**src/hw/rtl/cfir_pkg.sv**
```systemverilog
// ----------------------------------------------------------------------------
// cfir_pkg: shared types and constants of the complex FIR filter
// Sample, accumulator and word types, register layout and the output
// rounding and saturation function.
// ----------------------------------------------------------------------------
package cfir_pkg;

  // Field and datapath widths.
  localparam int unsigned SAMPLE_W     = 16;
  localparam int unsigned COEF_W       = 16;
  localparam int unsigned PROD_W       = SAMPLE_W + COEF_W;
  localparam int unsigned ACC_W        = 48;

  // Register file layout: four 64-bit coefficient words and one shift register.
  localparam int unsigned REG_W        = 64;
  localparam int unsigned COEF_REGS    = 4;
  localparam int unsigned COEF_PER_REG = REG_W / COEF_W;
  localparam int unsigned COEF_TOTAL   = COEF_REGS * COEF_PER_REG;
  localparam int unsigned SHIFT_W      = 6;
  localparam int unsigned ADDR_W       = 6;
  localparam int unsigned ADDR_LSB     = 3;
  localparam logic [SHIFT_W-1:0] SHIFT_RESET = 6'd14;

  // Default filter length.
  localparam int unsigned DEFAULT_TAPS = 16;

  typedef logic signed [SAMPLE_W-1:0] sample_t;
  typedef logic signed [COEF_W-1:0]   coef_t;
  typedef logic signed [ACC_W-1:0]    acc_part_t;

  // One input word as it travels on the input channel.
  typedef struct packed {
    sample_t sample_re;
    sample_t sample_im;
  } in_word_t;

  // One result word as it travels on the output channel.
  typedef struct packed {
    sample_t out_re;
    sample_t out_im;
  } out_word_t;

  // A complex sample inside the filter.
  typedef struct packed {
    sample_t re;
    sample_t im;
  } cplx_t;

  // A complex partial sum handed from cell to cell.
  typedef struct packed {
    acc_part_t re;
    acc_part_t im;
  } acc_t;

  // Configuration handed from the register file to the datapath.
  typedef struct packed {
    logic [COEF_REGS-1:0][REG_W-1:0] coef;
    logic [SHIFT_W-1:0]              shift;
  } cfg_t;

  // Arithmetic right shift (floor rounding) followed by saturation to 16 bits.
  function automatic sample_t finish(input acc_part_t acc, input logic [SHIFT_W-1:0] shift);
    acc_part_t shifted;
    logic      fits;
    begin
      if (shift >= SHIFT_W'(ACC_W)) begin
        shifted = {ACC_W{acc[ACC_W-1]}};
      end else begin
        shifted = acc >>> shift;
      end
      fits = (&shifted[ACC_W-1:SAMPLE_W-1]) || ~(|shifted[ACC_W-1:SAMPLE_W-1]);
      if (fits) begin
        finish = shifted[SAMPLE_W-1:0];
      end else if (shifted[ACC_W-1]) begin
        finish = {1'b1, {(SAMPLE_W-1){1'b0}}};
      end else begin
        finish = {1'b0, {(SAMPLE_W-1){1'b1}}};
      end
    end
  endfunction

endpackage

```
**src/hw/rtl/cfir_cell.sv**
```systemverilog
// ----------------------------------------------------------------------------
// cfir_cell: one tap of the complex FIR chain
// Holds its window sample in a skew line so that it meets the partial sum
// of the same word, multiplies it by its coefficient and adds the product
// to the sum coming from the previous cell.
// ----------------------------------------------------------------------------
module cfir_cell #(
  parameter int unsigned SKEW = 0
) (
  input  logic             clk_i,
  input  cfir_pkg::cplx_t  win_i,
  input  cfir_pkg::coef_t  coef_i,
  input  cfir_pkg::acc_t   sum_i,
  output cfir_pkg::acc_t   sum_o
);

  cfir_pkg::cplx_t samp;
  logic signed [cfir_pkg::PROD_W-1:0] prod_re_q;
  logic signed [cfir_pkg::PROD_W-1:0] prod_im_q;
  cfir_pkg::acc_t sum_q;

  // Skew line: delays the sample so that it meets the partial sum of the same word.
  if (SKEW == 0) begin : g_direct
    assign samp = win_i;
  end else begin : g_skew
    cfir_pkg::cplx_t skew_q [SKEW];

    always_ff @(posedge clk_i) begin
      skew_q[0] <= win_i;
      for (int i = 1; i < SKEW; i++) begin
        skew_q[i] <= skew_q[i-1];
      end
    end

    assign samp = skew_q[SKEW-1];
  end

  // Product stage, then accumulate stage.
  always_ff @(posedge clk_i) begin
    prod_re_q <= coef_i * samp.re;
    prod_im_q <= coef_i * samp.im;
    sum_q.re  <= sum_i.re + cfir_pkg::ACC_W'(prod_re_q);
    sum_q.im  <= sum_i.im + cfir_pkg::ACC_W'(prod_im_q);
  end

  assign sum_o = sum_q;

endmodule

```
**config.mk**
```make
export PLATFORM = sky130hd
export DESIGN_NAME = cfir_cell
export DESIGN_NICKNAME = d
export VERILOG_FILES = /design/src/hw/rtl/cfir_pkg.sv /design/src/hw/rtl/cfir_cell.sv
export SDC_FILE = /design/constraint.sdc
export NUM_CORES = 2
export LEC_CHECK = 0
export ABC_AREA = 1
export BUFFER_PORTS_ARGS = -buffer_cell sky130_fd_sc_hd__buf_4
export CAP_MARGIN = 20
export CORE_MARGIN = 1.5
export CORE_UTILIZATION = 44
export CTS_CLUSTER_SIZE = 8
export DETAILED_ROUTE_END_ITERATION = 10
export GPL_TIMING_DRIVEN = 0
export PLACE_DENSITY = 0.69
export SKIP_CTS_REPAIR_TIMING = 1
export SLEW_MARGIN = 10
export SYNTH_ARGS = -nofsm -noshare
export SYNTH_HDL_FRONTEND = slang
export SYNTH_SLANG_ARGS = --single-unit
```
**constraint.sdc**
```tcl
create_clock -name clk_i -period 12.4 [get_ports clk_i]
set_input_delay 0.62 -clock clk_i [delete_from_list [all_inputs] [get_ports clk_i]]
set_output_delay 0.62 -clock clk_i [all_outputs]
set_load 0.02 [all_outputs]
```
==> results.txt <==
area of the multi-input gates = 0.0244 sq mm
via count of the first global-routing pass = 29700
final wirelength = 98.5 mm
core box area = 0.0747 sq mm
DRT iter0 DRCs = 2407
worst r2r path cells = 8
CTS tree = done
xor and xnor area share after synthesis = 2.70%
Final period util = 56.6%
element type at the critical path end = flop
detailed-placement wirelength estimate = 85.8 mm
CP Cell Sequence = clkbuf_1 -> clkbuf_1 -> nand2_1 -> fa_1 -> inv_1 -> fa_1 -> fa_1 -> fa_1 -> fa_1 -> inv_1 -> fa_1 -> inv_1 -> ha_1 -> nand2_1 -> nor2_1 -> inv_1 -> nor2_1 -> and2_1 -> nand2_1 -> nand2_1 -> inv_1 -> nand2_1 -> nand2_1
CP max stage delay = 800 ps
Rows = 100
area delta synth->final = 10.1%
synthesized area = 0.0334 sq mm
Placer Congestion = 0.992
Main synth FF type = dfxtp_1
RSZ-0062 raised after global routing = no
clock latency on the worst-skew pair = 460 ps
worst slew pin tran = 1040 ps
mux share of post-synthesis cell area = 0%
number of buffers created by CTS = 17
Reg clk slew, reported paths = 70 ps
Commonest cells post-synth = nand2_1, inv_1, fa_1
area share of the largest cell type after synthesis = 31.6%
largest net degree at the start of global routing = 18
HP Class = in2reg
synth warn = 0
initial antenna violation count = 8
wire per inst = 16.1 microns
max-cap violation count = 0
fin. max-slew vios = 0
flop2flop setup slack = 9970 ps
Initial Util = 44.7%
global-route wire length before repair = 156 mm
Remaining DRCs = 0
I/O Pins = 241
min Tclk post-route = 7020 ps
Die W = 278 microns
Final Hold Vio Count = 0
reg2reg end = sum_o[38]$_DFF_P_
flops & latches, synth = 160
area leader, netlist = fa_1
total grt overflow = 0
crit path launch type = input port
port bufs = 210
Slew HR = 30.7%
Reg-to-Reg Start = prod_im_q[31]$_DFF_P_
asr flop ratio synth = 0%
Max Fanout on Critical Path = 10
Setup TNS Final = 0 ps
Layout fillers = 7702
Final nets = 6075
adder-cell share of the synthesized area = 41.2%
Die Area = 0.0775 sq mm
Reg area = 0.00320 sq mm
simple-gate share of the synthesized area = 26.5%
fmax = 142 MHz
Setup CP Type = in2reg
CTS Buffer Depth = 2
Post-Synthesis Net Count = 5846
synth top area cells = fa_1, nand2_1, inv_1, ha_1, dfxtp_1
hold worst-path end = sum_o[0]$_DFF_P_
Pre-antenna DRT Iters = 6
final setup violation count = 0
Hold Startpoint = sum_i[0]
post-DR vias/cell = 4.85
run status = complete, no violations
post-route ant nets = 0
Worst path slowest cell = fa_1
hold path cells = 2
total number of vias = 29700
skew final = 17.6 ps
Req. time, crit path = 12630 ps
clock sink total = 160
H-Tree Depth = 4
CP arrival = 7250 ps
syn avg cell area = 6.79 sq um
fraction of layout cells with a size suffix above 1 = 7.04%
die height = 278 microns
Post-synth EDFFs = 0
sequential element share of the synthesized area = 9.60%
post-synthesis cell count = 4917
count leader, synth = nand2_1
largest family of logic cells by synthesized area = adder cells
Synth cell types = 31
Total Routing Usage GR = 25.9%
root cell of the clock tree = clkbuf_16
Synth Area in Compound Gates = 2.59%
-- final cells by class --
| class | instances | share of cell area [%] |
|---|---|---|
| inverters | 1433 | 14.6 |
| multi-input cells | 3214 | 66.4 |
| clock inverters | 12 | 0.296 |
| well taps | 969 | 3.30 |
| repair buffers | 210 | 4.29 |
| clock buffers | 19 | 1.23 |
| diodes | 6 | 0.0409 |
| flip-flops and latches | 160 | 8.72 |
| plain buffers | 110 | 1.12 |
-- cell families after synthesis --
logic type | count (synthesis)
xor+xnor | 103
flops | 160
buf+inv | 1543
compound gates | 159
fa+ha+maj | 784
simple gates | 2168
-- worst max path at each step --
stage	from	endpoint	depth (start not counted)
after CTS	win_i[5]	prod_im_q[31]$_DFF_P_	23
after floorplan	win_i[5]	prod_im_q[31]$_DFF_P_	23
after global placement	win_i[5]	prod_im_q[31]$_DFF_P_	23
after detailed placement	win_i[5]	prod_im_q[31]$_DFF_P_	23
final	win_i[5]	prod_im_q[31]$_DFF_P_	23
after global routing	win_i[5]	prod_im_q[31]$_DFF_P_	23
-- cells in the final DEF (no fill, tap or decap), types with 2 or more instances in the layout --
master         n
a21boi_0       4
a21o_1         6
a21oi_1      104
and2_1         3
buf_1          2
buf_4        210
clkbuf_1     108
clkbuf_16     17
clkbuf_8       2
clkinv_2       4
clkinv_4       3
clkinvlp_4     2
dfxtp_1      160
diode_2        6
fa_1         526
ha_1         258
inv_1       1408
inv_2         24
inv_6          2
nand2_1     1623
nand2_2       27
nand3_1      151
nand3_2        5
nand3b_1       4
nand4_1       55
nor2_1       211
nor2_2        45
nor2_4         7
nor3_1        22
nor3_2         9
o21ai_0       28
o21bai_1      15
or2_2          5
xnor2_1       15
xor2_1        88
-- worst max-delay path, delay by kind of cell --
family | cells | cell delay (ps)
fa+ha+maj | 7 | 3790
simple gates | 9 | 1480
buf+inv | 7 | 1360
-- registers in the layout, indices dropped and copies added (netlist names) --
signal,count
sum_o,96
prod_re_q,32
prod_im_q,32
-- through the flow --
stage	instance area (sq um)	hold slack (ps)	setup slack (ps)	instances	utilization (%)
after floorplan	33400	420	6610	4917	-
after global placement	36200	429	5060	6096	48.4
after detailed placement	36200	434	5080	6096	48.4
after CTS	36700	379	5540	6127	49.2
after global routing	36700	388	5020	6132	49.2
final	36700	393	5380	6133	49.2
-- routing by layer --
layer / GRT usage, % / vias to the layer above / share of wire (%)
li1: - / 14500 / -
met5: 0 / - / 0.037
met3: 3.57 / 161 / 7.5
met2: 41.8 / 1005 / 46
met4: 8.08 / 6 / 2.8
met1: 35.8 / 14000 / 44
Power is left out: the tool's default activity adds up to more than one toggle a clock period on the data nets, which glitch-free logic cannot reach.
