--- config.mk ---
export PLATFORM = sky130hd
export DESIGN_NAME = cfir_regs
export DESIGN_NICKNAME = d
export VERILOG_FILES = /design/src/hw/rtl/cfir_pkg.sv /design/src/hw/rtl/cfir_regs.sv
export SDC_FILE = /design/constraint.sdc
export NUM_CORES = 1
export LEC_CHECK = 0
export ABC_AREA = 1
export BUFFER_PORTS_ARGS = -buffer_cell sky130_fd_sc_hd__buf_2
export CAP_MARGIN = 10
export CORE_AREA = 2 2 155 157
export CTS_BUF_LIST = sky130_fd_sc_hd__clkbuf_4 sky130_fd_sc_hd__clkbuf_8
export DETAILED_ROUTE_END_ITERATION = 6
export DIE_AREA = 0 0 157 159
export GPL_ROUTABILITY_DRIVEN = 1
export PLACE_DENSITY = 0.81
export SYNTH_ARGS = -nofsm -noshare
export SYNTH_HDL_FRONTEND = slang
export SYNTH_SLANG_ARGS = --single-unit
--- constraint.sdc ---
create_clock -name clk_i -period 1.8 [get_ports clk_i]
set_input_delay 0.27 -clock clk_i [delete_from_list [all_inputs] [get_ports clk_i]]
set_output_delay 0.27 -clock clk_i [all_outputs]
set_load 0.02 [all_outputs]
--- src/hw/rtl/cfir_pkg.sv ---
// ----------------------------------------------------------------------------
// cfir_pkg: shared types and constants of the complex FIR filter
// Sample, accumulator and word types, register layout and the output
// rounding and saturation function.
// ----------------------------------------------------------------------------
package cfir_pkg;

  // Field and datapath widths.
  localparam int unsigned SAMPLE_W     = 16;
  localparam int unsigned COEF_W       = 16;
  localparam int unsigned PROD_W       = SAMPLE_W + COEF_W;
  localparam int unsigned ACC_W        = 48;

  // Register file layout: four 64-bit coefficient words and one shift register.
  localparam int unsigned REG_W        = 64;
  localparam int unsigned COEF_REGS    = 4;
  localparam int unsigned COEF_PER_REG = REG_W / COEF_W;
  localparam int unsigned COEF_TOTAL   = COEF_REGS * COEF_PER_REG;
  localparam int unsigned SHIFT_W      = 6;
  localparam int unsigned ADDR_W       = 6;
  localparam int unsigned ADDR_LSB     = 3;
  localparam logic [SHIFT_W-1:0] SHIFT_RESET = 6'd14;

  // Default filter length.
  localparam int unsigned DEFAULT_TAPS = 16;

  typedef logic signed [SAMPLE_W-1:0] sample_t;
  typedef logic signed [COEF_W-1:0]   coef_t;
  typedef logic signed [ACC_W-1:0]    acc_part_t;

  // One input word as it travels on the input channel.
  typedef struct packed {
    sample_t sample_re;
    sample_t sample_im;
  } in_word_t;

  // One result word as it travels on the output channel.
  typedef struct packed {
    sample_t out_re;
    sample_t out_im;
  } out_word_t;

  // A complex sample inside the filter.
  typedef struct packed {
    sample_t re;
    sample_t im;
  } cplx_t;

  // A complex partial sum handed from cell to cell.
  typedef struct packed {
    acc_part_t re;
    acc_part_t im;
  } acc_t;

  // Configuration handed from the register file to the datapath.
  typedef struct packed {
    logic [COEF_REGS-1:0][REG_W-1:0] coef;
    logic [SHIFT_W-1:0]              shift;
  } cfg_t;

  // Arithmetic right shift (floor rounding) followed by saturation to 16 bits.
  function automatic sample_t finish(input acc_part_t acc, input logic [SHIFT_W-1:0] shift);
    acc_part_t shifted;
    logic      fits;
    begin
      if (shift >= SHIFT_W'(ACC_W)) begin
        shifted = {ACC_W{acc[ACC_W-1]}};
      end else begin
        shifted = acc >>> shift;
      end
      fits = (&shifted[ACC_W-1:SAMPLE_W-1]) || ~(|shifted[ACC_W-1:SAMPLE_W-1]);
      if (fits) begin
        finish = shifted[SAMPLE_W-1:0];
      end else if (shifted[ACC_W-1]) begin
        finish = {1'b1, {(SAMPLE_W-1){1'b0}}};
      end else begin
        finish = {1'b0, {(SAMPLE_W-1){1'b1}}};
      end
    end
  endfunction

endpackage

--- src/hw/rtl/cfir_regs.sv ---
// ----------------------------------------------------------------------------
// cfir_regs: configuration registers of the complex FIR filter
// APB-style slave holding the four coefficient words and the output shift.
// ----------------------------------------------------------------------------
module cfir_regs (
  input  logic                          clk_i,
  input  logic                          rst_ni,
  input  logic                          psel,
  input  logic                          penable,
  input  logic                          pwrite,
  input  logic [cfir_pkg::ADDR_W-1:0]   paddr,
  input  logic [cfir_pkg::REG_W-1:0]    pwdata,
  output logic [cfir_pkg::REG_W-1:0]    prdata,
  output logic                          pready,
  output cfir_pkg::cfg_t                cfg_o
);

  typedef enum logic [2:0] {
    REG_COEF0 = 3'd0,
    REG_COEF1 = 3'd1,
    REG_COEF2 = 3'd2,
    REG_COEF3 = 3'd3,
    REG_SHIFT = 3'd4
  } reg_idx_e;

  logic [cfir_pkg::COEF_REGS-1:0][cfir_pkg::REG_W-1:0] coef_q;
  logic [cfir_pkg::SHIFT_W-1:0] shift_q;
  reg_idx_e idx;
  logic     wr_en;

  assign idx    = reg_idx_e'(paddr[cfir_pkg::ADDR_W-1:cfir_pkg::ADDR_LSB]);
  assign wr_en  = psel && penable && pwrite;
  assign pready = 1'b1;

  // Register writes in the access cycle; unknown indexes are ignored.
  always_ff @(posedge clk_i or negedge rst_ni) begin
    if (!rst_ni) begin
      coef_q  <= '0;
      shift_q <= cfir_pkg::SHIFT_RESET;
    end else if (wr_en) begin
      unique case (idx)
        REG_COEF0: coef_q[0] <= pwdata;
        REG_COEF1: coef_q[1] <= pwdata;
        REG_COEF2: coef_q[2] <= pwdata;
        REG_COEF3: coef_q[3] <= pwdata;
        REG_SHIFT: shift_q   <= pwdata[cfir_pkg::SHIFT_W-1:0];
        default: ;
      endcase
    end
  end

  // Read back.
  always_comb begin
    unique case (idx)
      REG_COEF0: prdata = coef_q[0];
      REG_COEF1: prdata = coef_q[1];
      REG_COEF2: prdata = coef_q[2];
      REG_COEF3: prdata = coef_q[3];
      REG_SHIFT: prdata = cfir_pkg::REG_W'(shift_q);
      default:   prdata = '0;
    endcase
  end

  assign cfg_o.coef  = coef_q;
  assign cfg_o.shift = shift_q;

endmodule

==> summary.txt <==
Run status
  • Status: finished, violations left
  • Failing checks: setup timing

Final layout
  • Area delta synth->final: 35.8%
  • Final-stage net count: 2035
  • Commonest non-fill, non-tap cell in the layout: buf_2
  • Finished Cell Area: 16200 µm²
  • Post-Route Utilization: 69.8%
  • Layout cells sized above 1: 27.4%
  • Most frequent cells in the layout: buf_2 (386), nand2_1 (351), dfrtp_1 (259)

Logic synthesis
  • Post-Syn Nets: 1571
  • Share of the synthesized area in the top cell type: 54.4%
  • Synth cell types: 21
  • Mapped Area: 11900 µm²
  • Synth Warn #: 0
  • Synth Instances: 1496
  • Synth area leader: dfrtp_1
  • Synth Register Bits: 262
  • Synth area leaders: dfrtp_1 (54%), nand2_1 (11%), o21ai_0 (10%), inv_1 (7.8%), o21ai_1 (3.4%)
  • Register area share after synthesis: 55.1%
  • Avg Cell Area, Syn: 7.96 µm²

Timing
  • Tcrit/Tclk final: 100%
  • Slew Viols, Final: 0
  • RSZ-0062 raised after global routing: yes
  • Minimum clock period: 1.80 ns
  • F_max: 555 MHz
  • Worst hold slack: 0.203 ns
  • Final hold vios: 0
  • Final worst setup slack: -0.00233 ns
  • Final setup violation count: 1
  • Clock skew: 0 ns

Critical path
  • CP endpoint kind: output pin
  • Capture point of the worst path: prdata[6]
  • CP Launch Point: paddr[3]
  • Reg2reg start: cfg_o[199]$_DFFE_PN0P_
  • Reg2Reg Depth: 2
  • CP max FO: 17
  • Arr. time, crit path: 1.53 ns
  • Reg-to-reg setup timing slack: 0.94 ns
  • Reg-to-reg endpoint: cfg_o[199]$_DFFE_PN0P_
  • Critical path class: input port to output pin
  • CP Data Required Time: 1.53 ns
  • Startpoint Class: input port

Clock network
  • # clock sinks: 262
  • CTS Root Cell: clkbuf_8
  • CTS tree: yes
  • Max clock buf depth: 3
  • H-Tree Depth: 2
  • Total CTS buffers: 44
  • Worst-path clk slew: 0.06 ns
  • Clock latency on the worst-skew pair: 0.53 ns

Floorplan
  • Row count: 56
  • Chip height: 159 µm
  • Core Area: 23200 µm²
  • Die ar.: 25000 µm²
  • Die X: 157 µm
  • Initial core utilization: 51.4%
  • I/O Pins: 402

Routing
  • Initial DRC count: 1208
  • First-pass iteration count of the detailed router: 5
  • DR vias/cell: 5.30
  • Routed length per instance: 17.1 µm
  • Remaining DRCs: 0
  • Routed WL: 39.5 mm
  • DR vias: 12300
  • Remaining antenna violation count: 0

Global route
  • Total GRT Usage: 31.4%
  • Overflow after GRT: 0
  • First-pass GRT wire length: 62.7 mm
  • Vias in the first global route: 12100
  • Initial antenna violation count: 1
  • Pin count of the biggest net entering global routing: 68

Power
  • Power per Cell Area: 1170 nW/µm²
  • Leakage: 0.00890 µW
  • Final total power: 18900 µW
  • Worst VDD drop: 0.855 mV

Flow run
  • Max-cap violations: 0

Hold path
  • Worst hold path type: input port to asynchronous set/reset pin

Place
  • HPWL reported at the end of detailed placement: 26.1 mm
  • Port Buffer Count: 397
  • Final GP Congestion: 0.907
  • Placed cell areas: 14500 µm²
==> per-layer routing <==
metal	part of all wire, %	global-route usage [%]	wire length (µm)	vias up
li1	-	-	-	5608
met1	37	38.7	14600	5708
met2	48	50.7	19000	747
met3	8.7	6.51	3420	196
met4	6.2	19.3	2460	0
met5	0	0	0	-
==> power by group <==
| group | internal, µW | total [µW] | leakage (µW) | switching, µW |
|---|---|---|---|---|
| registers | 7070 | 8020 | 0.00329 | 956 |
| logic | 1840 | 5510 | 0.00512 | 3670 |
| clock network | 3050 | 5380 | 0.000488 | 2330 |
| total | 12000 | 18900 | 0.00890 | 6960 |
==> critical path, stage by stage <==
cell     delay (ns)
buf_2          0.20
inv_1          0.13
nand3_2        0.12
buf_6          0.20
inv_2          0.13
a21oi_1        0.19
nand2_1        0.11
buf_2          0.17
==> repair_timing <==
action	4_1_cts	5_1_grt
hold buffers	65	0
buffers inserted	0	10
gates cloned	0	0
pin swaps	0	4
gates resized for setup	3	37
setup endpoints to repair	2	26
hold endpoints to repair	216	0
==> final cells by class <==
type,instances,area [µm²]
antenna,1,2.50
clock buffer,72,872
clock inverter,5,25.0
fill,1759,7010
inverter,250,941
multi-input combinational,890,4030
sequential,262,6560
tap,319,399
timing repair buffer,512,3350
==> through the flow <==
step | setup TNS, ns | std cells | setup slack [ns]
after floorplan | 0 | 1496 | 0.205
after global placement | 0 | 2158 | 0.0694
after detailed placement | 0 | 2158 | 0.0626
after CTS | 0 | 2300 | 0.000584
after global routing | -0.0953 | 2311 | -0.0398
final | -0.00233 | 2311 | -0.00233
==> cells in the mapped netlist <==
cell type and count:
conb_1 1, o21ai_1 81, a21oi_1 58, dfstp_2 3, nor2_1 68, inv_2 2
buf_2 46, inv_1 247, buf_1 4, dfrtp_1 259, buf_4 8, nand2_1 354
inv_4 1, buf_6 1, o21ai_0 241, nand4_1 10, clkbuf_1 34, clkbuf_2 1
nor2_4 2, nand3_2 3, nand3_1 72
==> state kept, by name, indices dropped and copies added (netlist names) <==
name	count
cfg_o	256
shift_q	6
==> worst min path at each step <==
stage	start	to	slack (ns)	cells after the start
detailed placement	rst_ni	cfg_o[255]$_DFFE_PN0P_	0.18	1
global route	rst_ni	cfg_o[255]$_DFFE_PN0P_	0.21	2
floorplan	rst_ni	cfg_o[100]$_DFFE_PN0P_	-0.03	0
finish	rst_ni	cfg_o[255]$_DFFE_PN0P_	0.20	2
global placement	rst_ni	cfg_o[255]$_DFFE_PN0P_	0.19	1
CTS	rst_ni	cfg_o[255]$_DFFE_PN0P_	0.20	2
==> kinds of logic (layout without fill, tap and decap cells) <==
logic type | Yosys count | in the layout | share of synthesized area [%]
compound gates | 380 | 380 | 16.0
buf+inv | 344 | 839 | 11.7
flops | 262 | 262 | 55.1
other cells | 1 | 2 | 0.0315
simple gates | 509 | 509 | 17.3
Power figures use the tool's default switching activity.
