`src/hw/rtl/cfir_pkg.sv`:
```
// ----------------------------------------------------------------------------
// cfir_pkg: shared types and constants of the complex FIR filter
// Sample, accumulator and word types, register layout and the output
// rounding and saturation function.
// ----------------------------------------------------------------------------
package cfir_pkg;

  // Field and datapath widths.
  localparam int unsigned SAMPLE_W     = 16;
  localparam int unsigned COEF_W       = 16;
  localparam int unsigned PROD_W       = SAMPLE_W + COEF_W;
  localparam int unsigned ACC_W        = 48;

  // Register file layout: four 64-bit coefficient words and one shift register.
  localparam int unsigned REG_W        = 64;
  localparam int unsigned COEF_REGS    = 4;
  localparam int unsigned COEF_PER_REG = REG_W / COEF_W;
  localparam int unsigned COEF_TOTAL   = COEF_REGS * COEF_PER_REG;
  localparam int unsigned SHIFT_W      = 6;
  localparam int unsigned ADDR_W       = 6;
  localparam int unsigned ADDR_LSB     = 3;
  localparam logic [SHIFT_W-1:0] SHIFT_RESET = 6'd14;

  // Default filter length.
  localparam int unsigned DEFAULT_TAPS = 16;

  typedef logic signed [SAMPLE_W-1:0] sample_t;
  typedef logic signed [COEF_W-1:0]   coef_t;
  typedef logic signed [ACC_W-1:0]    acc_part_t;

  // One input word as it travels on the input channel.
  typedef struct packed {
    sample_t sample_re;
    sample_t sample_im;
  } in_word_t;

  // One result word as it travels on the output channel.
  typedef struct packed {
    sample_t out_re;
    sample_t out_im;
  } out_word_t;

  // A complex sample inside the filter.
  typedef struct packed {
    sample_t re;
    sample_t im;
  } cplx_t;

  // A complex partial sum handed from cell to cell.
  typedef struct packed {
    acc_part_t re;
    acc_part_t im;
  } acc_t;

  // Configuration handed from the register file to the datapath.
  typedef struct packed {
    logic [COEF_REGS-1:0][REG_W-1:0] coef;
    logic [SHIFT_W-1:0]              shift;
  } cfg_t;

  // Arithmetic right shift (floor rounding) followed by saturation to 16 bits.
  function automatic sample_t finish(input acc_part_t acc, input logic [SHIFT_W-1:0] shift);
    acc_part_t shifted;
    logic      fits;
    begin
      if (shift >= SHIFT_W'(ACC_W)) begin
        shifted = {ACC_W{acc[ACC_W-1]}};
      end else begin
        shifted = acc >>> shift;
      end
      fits = (&shifted[ACC_W-1:SAMPLE_W-1]) || ~(|shifted[ACC_W-1:SAMPLE_W-1]);
      if (fits) begin
        finish = shifted[SAMPLE_W-1:0];
      end else if (shifted[ACC_W-1]) begin
        finish = {1'b1, {(SAMPLE_W-1){1'b0}}};
      end else begin
        finish = {1'b0, {(SAMPLE_W-1){1'b1}}};
      end
    end
  endfunction

endpackage

```
`src/hw/rtl/cfir_ofifo.sv`:
```
// ----------------------------------------------------------------------------
// cfir_ofifo: result queue of the complex FIR filter
// Stores finished words in a small memory and presents them through an
// output register to the valid/stall output channel.
// ----------------------------------------------------------------------------
module cfir_ofifo #(
  parameter int unsigned DEPTH = 8
) (
  input  logic                 clk_i,
  input  logic                 rst_ni,
  input  logic                 push_i,
  input  cfir_pkg::out_word_t  push_data_i,
  output logic                 out_valid_o,
  input  logic                 out_stall_i,
  output cfir_pkg::out_word_t  out_data_o
);

  localparam int unsigned PTR_W  = $clog2(DEPTH);
  localparam int unsigned FILL_W = $clog2(DEPTH + 1);

  cfir_pkg::out_word_t mem [DEPTH];
  logic [PTR_W-1:0]  wr_ptr_q, wr_ptr_d;
  logic [PTR_W-1:0]  rd_ptr_q, rd_ptr_d;
  logic [FILL_W-1:0] fill_q, fill_d;
  logic              out_valid_q, out_valid_d;
  cfir_pkg::out_word_t out_data_q;
  logic              pop;

  // Refill the output register when it is empty or its word is taken.
  assign pop = (fill_q != '0) && (!out_valid_q || !out_stall_i);

  always_comb begin
    wr_ptr_d = wr_ptr_q;
    rd_ptr_d = rd_ptr_q;
    fill_d   = fill_q;
    if (push_i) begin
      wr_ptr_d = (wr_ptr_q == PTR_W'(DEPTH - 1)) ? '0 : wr_ptr_q + 1'b1;
    end
    if (pop) begin
      rd_ptr_d = (rd_ptr_q == PTR_W'(DEPTH - 1)) ? '0 : rd_ptr_q + 1'b1;
    end
    unique case ({push_i, pop})
      2'b10:   fill_d = fill_q + 1'b1;
      2'b01:   fill_d = fill_q - 1'b1;
      default: fill_d = fill_q;
    endcase
    if (pop) begin
      out_valid_d = 1'b1;
    end else if (!out_stall_i) begin
      out_valid_d = 1'b0;
    end else begin
      out_valid_d = out_valid_q;
    end
  end

  // Pointers, fill level and output valid.
  always_ff @(posedge clk_i or negedge rst_ni) begin
    if (!rst_ni) begin
      wr_ptr_q    <= '0;
      rd_ptr_q    <= '0;
      fill_q      <= '0;
      out_valid_q <= 1'b0;
    end else begin
      wr_ptr_q    <= wr_ptr_d;
      rd_ptr_q    <= rd_ptr_d;
      fill_q      <= fill_d;
      out_valid_q <= out_valid_d;
    end
  end

  // Queue memory with registered read into the output register.
  always_ff @(posedge clk_i) begin
    if (push_i) begin
      mem[wr_ptr_q] <= push_data_i;
    end
    if (pop) begin
      out_data_q <= mem[rd_ptr_q];
    end
  end

  assign out_valid_o = out_valid_q;
  assign out_data_o  = out_data_q;

endmodule

```
`config.mk`:
```
export PLATFORM = sky130hd
export DESIGN_NAME = cfir_ofifo
export DESIGN_NICKNAME = d
export VERILOG_FILES = /design/src/hw/rtl/cfir_pkg.sv /design/src/hw/rtl/cfir_ofifo.sv
export SDC_FILE = /design/constraint.sdc
export NUM_CORES = 1
export LEC_CHECK = 0
export ABC_AREA = 1
export BUFFER_PORTS_ARGS = -buffer_cell sky130_fd_sc_hd__buf_2
export CAP_MARGIN = 30
export CORE_MARGIN = 4
export CORE_UTILIZATION = 55
export CTS_BUF_LIST = sky130_fd_sc_hd__clkbuf_8
export CTS_CLUSTER_SIZE = 25
export DETAILED_ROUTE_END_ITERATION = 16
export PLACE_DENSITY = 0.72
export REMOVE_ABC_BUFFERS = 1
export SLEW_MARGIN = 20
export SYNTH_ARGS = -nofsm -noshare
export SYNTH_HDL_FRONTEND = slang
export SYNTH_SLANG_ARGS = --single-unit
```
`constraint.sdc`:
```
create_clock -name clk_i -period 9.07 [get_ports clk_i]
set_input_delay 0 -clock clk_i [delete_from_list [all_inputs] [get_ports clk_i]]
set_output_delay 0 -clock clk_i [all_outputs]
set_load 0.1 [all_outputs]
```
==> results by stage <==
Die:
- The initial utilization of the core area, before any placement, comes to 56.7%.
- In this run the horizontal extent of the chip is 153 microns.
- The initialized floorplan defines 52 standard-cell rows.
- The floorplan step defined a core boundary enclosing 20,500 sq um.
- The die covers 23,500 sq um.
- Measured along the y axis, the die boundary spans 153 microns.
- Pin placement for this block handled 69 I/O pins.

STA:
- Setup repair after global routing left no endpoint under its margin.
- The post-route setup TNS is 0 ns.
- Across the routed clock network, the largest skew measured is 0.0269 ns.
- The final critical delay including setup and external delays is 2.96 ns.
- The number of hold violations in the final report is 0.
- Setup violations remaining at the end of the flow were counted as 0.
- The number of slew-limit violations in the final report is 0.
- Based on the critical path, the design can be clocked at up to 338 MHz.
- The transition time at the pin with the least slew margin is 0.859 ns.
- The portion of the clock cycle consumed by the worst path in the final layout is 32.6%.
- The worst pin sits at a relative slew slack of 42.6%.

Global route:
- For this run the aggregate overflow at the end of global routing stands at 0.
- The global-route wire length before repair is 36,600 microns.
- The total routing usage reported by global routing is 19.6%.
- Entering global routing, the biggest net connects 83 pins.
- The number of antenna violations at the first check in global routing is 0.
- The number of global-route vias before repair came to 6,943.

Synthesis:
- The cell area after synthesis is 11,600 sq um.
- The instance count of the mapped netlist is 904.
- The Yosys step of the flow raised 0 warnings.
- In this run the biggest area consumer among cell types represents 74.4% of the synthesized area.
- The sequential area share after synthesis is 76.8%.
- In this run, synthesis produced a sequential element count of 299.
- The count of distinct cell types in the synthesized netlist is 23.
- The largest total area in the synthesized netlist belongs to sky130_fd_sc_hd__edfxtp_1.
- The per-instance average area after synthesis is 12.9 sq um.
- After synthesis, the cell types taking the most area are sky130_fd_sc_hd__edfxtp_1, sky130_fd_sc_hd__nor2_1, sky130_fd_sc_hd__o21ai_0.

Pwr:
- The share of power burned in combinational logic is 36.2%.
- Internal power comes to 2690 uW.
- The share of total power dissipated in sequential elements is 42.1%.
- The switching part of the total is 41.6%.
- Summed over all cells, the static leakage comes to 0.00484 uW.
- The clock group share of total power is 21.6%.
- For this design the total switching power over the nets is 1920 uW.
- VDD sags by at most 0.210 mV.
- For this design the ratio of total power to cell area is 344 nW/um^2.

CTS:
- The later pin in the worst-skew pair is clocked with a latency of 0.55 ns.
- The number of CTS-inserted buffers is 47.
- The longest clock path from root to sink contains 3 buffers.
- The quantity of hold-fixing buffers added after cts is 36.
- The number of gates resized after CTS is 0.
- The buffer cell driving the clock tree root is sky130_fd_sc_hd__clkbuf_8.
- The clock tree from TritonCTS is done.
- The number of H-tree levels is 2.
- The buffers inserted during post-CTS setup optimization is 0.
- After clock tree synthesis, the clock-pin slew on the worst setup and hold paths is 0.06 ns.
- The sink count of the clock tree is 299.

Routing:
- Dividing the detail-routed via count by the number of cells gives 5.28.
- The violation count after the first detailed-routing iteration is 566.
- The overall routed net length is 22,800 microns.
- After detailed routing, the number of remaining DRC violations is 0.
- The pre-antenna-repair detailed-routing pass consisted of 5 iterations.
- The routed length per placed instance is 17.2 microns.
- The remaining number of nets flagged by the antenna check after routing is 0.
- The total via count in the routed design is 7,004.

Place:
- Once placement finished, the instance area stood at 12,200 sq um.
- Input and output buffers added on the ports amount to 68.
- The post-placement cell count is 1,207.
- Detailed placement ended at an HPWL of 11,700 microns.
- At the end of routability-driven placement, the weighted congestion stood at 0.768.

Worst setup path:
- In this design, the stage delay of the slowest critical-path cell is 0.78 ns.
- Broken down by cell family, the worst path's largest delay share belongs to buffers and inverters.
- The critical path's slowest cell is sky130_fd_sc_hd__dfrtp_4.
- The worst setup path is launched from a register.
- The biggest fanout along the worst timing path is 74.
- The signal arrival time at the worst endpoint is 3.25 ns.
- The critical path goes through clkinv_2 -> buf_4 -> o21ai_0 -> o21ai_0 -> nand2_1 -> nand2_1.
- STA puts the critical path data required time at 9.36 ns.
- Counting both buffers and inverters, the worst setup path holds a total of 2.
- The sort of element at the end of the critical path is a register.
- The critical path start-end classification is reg -> reg.

Final layout:
- After the last flow step, the layout net total stands at 1,065.
- The filler cells instantiated in the layout total 1,545.
- Leaving out fill and tap cells, the most frequent cell in the layout is sky130_fd_sc_hd__edfxtp_1.
- The antenna diode instance count is 0.
- Leaving out fill and tap cells, the most frequent cells in the layout are sky130_fd_sc_hd__edfxtp_1, sky130_fd_sc_hd__nor2_1, sky130_fd_sc_hd__o21ai_0.
- The count of cells in the finished layout, fillers not included, comes to 1,326.
- The layout overhead on the synthesized area is 15.3%.
- Cells with a size suffix above 1 make up 14.2% of the layout.
- The area of all placed cells without fillers is 13,400 sq um.

Outcome:
- The flow ran to the end, and the final reports show no timing, DRC or antenna violations.

Flow run:
- The number of max-cap violations is 0.

Hold path:
- The worst hold path class is in -> reg.
-- power by group through the flow --
stage	clock, uW	sequential (uW)	combinational [uW]
CTS	1020	1940	1680
global route	1090	1960	1830
floorplan	0	2560	649
finish	997	1940	1670
global placement	0	1960	1630
detailed placement	0	1960	1670
-- registers in the layout (all words and copies together), names as in the netlist --
name	cells
fill_q	4
out_valid_o	1
rd_ptr_q	3
out_data_o	32
mem	256
wr_ptr_q	3
-- Yosys cell counts, drive strengths merged --
| cell type | number |
|---|---|
| buf | 26 |
| nor3 | 1 |
| nand2 | 120 |
| a21oi | 1 |
| nand3 | 5 |
| o21ai | 198 |
| nand3b | 1 |
| dfrtp | 11 |
| nor2 | 204 |
| xor2 | 1 |
| clkbuf | 23 |
| ha | 7 |
| xnor2 | 2 |
| inv | 15 |
| edfxtp | 288 |
| o21a | 1 |
-- cell families (layout without fill, tap and decap cells) --
kind of cell    Yosys count  in the layout  share of synthesized area [%]
fa+ha+maj                 7              7                          0.754
buf+inv                  64            216                           2.79
xor+xnor                  3              3                          0.226
flops                   299            299                           76.8
simple gates            331            331                           10.8
compound gates          200            200                           8.64
-- worst paths after layout --
path	startpoint	to	slack, ns	cells past startpoint
max	rd_ptr_q[0]$_DFFE_PN0P_	out_data_o[22]$_DFFE_PP_	6.11	6
min in group asynchronous	rst_ni	rd_ptr_q[2]$_DFFE_PN0P_	0.52	3
min	push_data_i[10]	mem[3][10]$_DFFE_PP_	0.25	2
max reg2reg	rd_ptr_q[0]$_DFFE_PN0P_	out_data_o[22]$_DFFE_PP_	6.11	6
max in group asynchronous	rst_ni	rd_ptr_q[0]$_DFFE_PN0P_	8.12	3
min reg2reg	out_valid_o$_DFFE_PN0P_	out_valid_o$_DFFE_PN0P_	0.51	2
-- metrics by stage --
stage / setup WS (ns) / hold slack (ns) / utilization (%) / power (uW)
after floorplan: 5.02 / -0.296 / - / 3210
after global placement: 6.25 / -0.106 / 59.6 / 3590
after detailed placement: 6.17 / -0.106 / 59.6 / 3630
after CTS: 6.12 / 0.195 / 65.4 / 4640
after global routing: 5.84 / 0.231 / 65.4 / 4890
final: 6.11 / 0.245 / 65.4 / 4600
-- final cells by class --
cell class                      instances  area (sq um)  area share (%)
Sequential cell                       299          8930            66.6
Multi-Input combinational cell        541          2440            18.2
Timing Repair Buffer                  118           806            6.01
Clock buffer                           47           647            4.83
Tap cell                              270           338            2.52
Clock inverter                         36           183            1.36
Inverter                               15          57.6           0.430
-- metal layers --
layer	track usage [%]	vias to the layer above	wire length, microns
met2	33.6	173	11700
met5	0	-	0
li1	-	3432	-
met3	3.62	23	1200
met1	26.2	3376	9710
met4	4.88	0	248
Note: power is estimated with default switching activity, not from simulation.
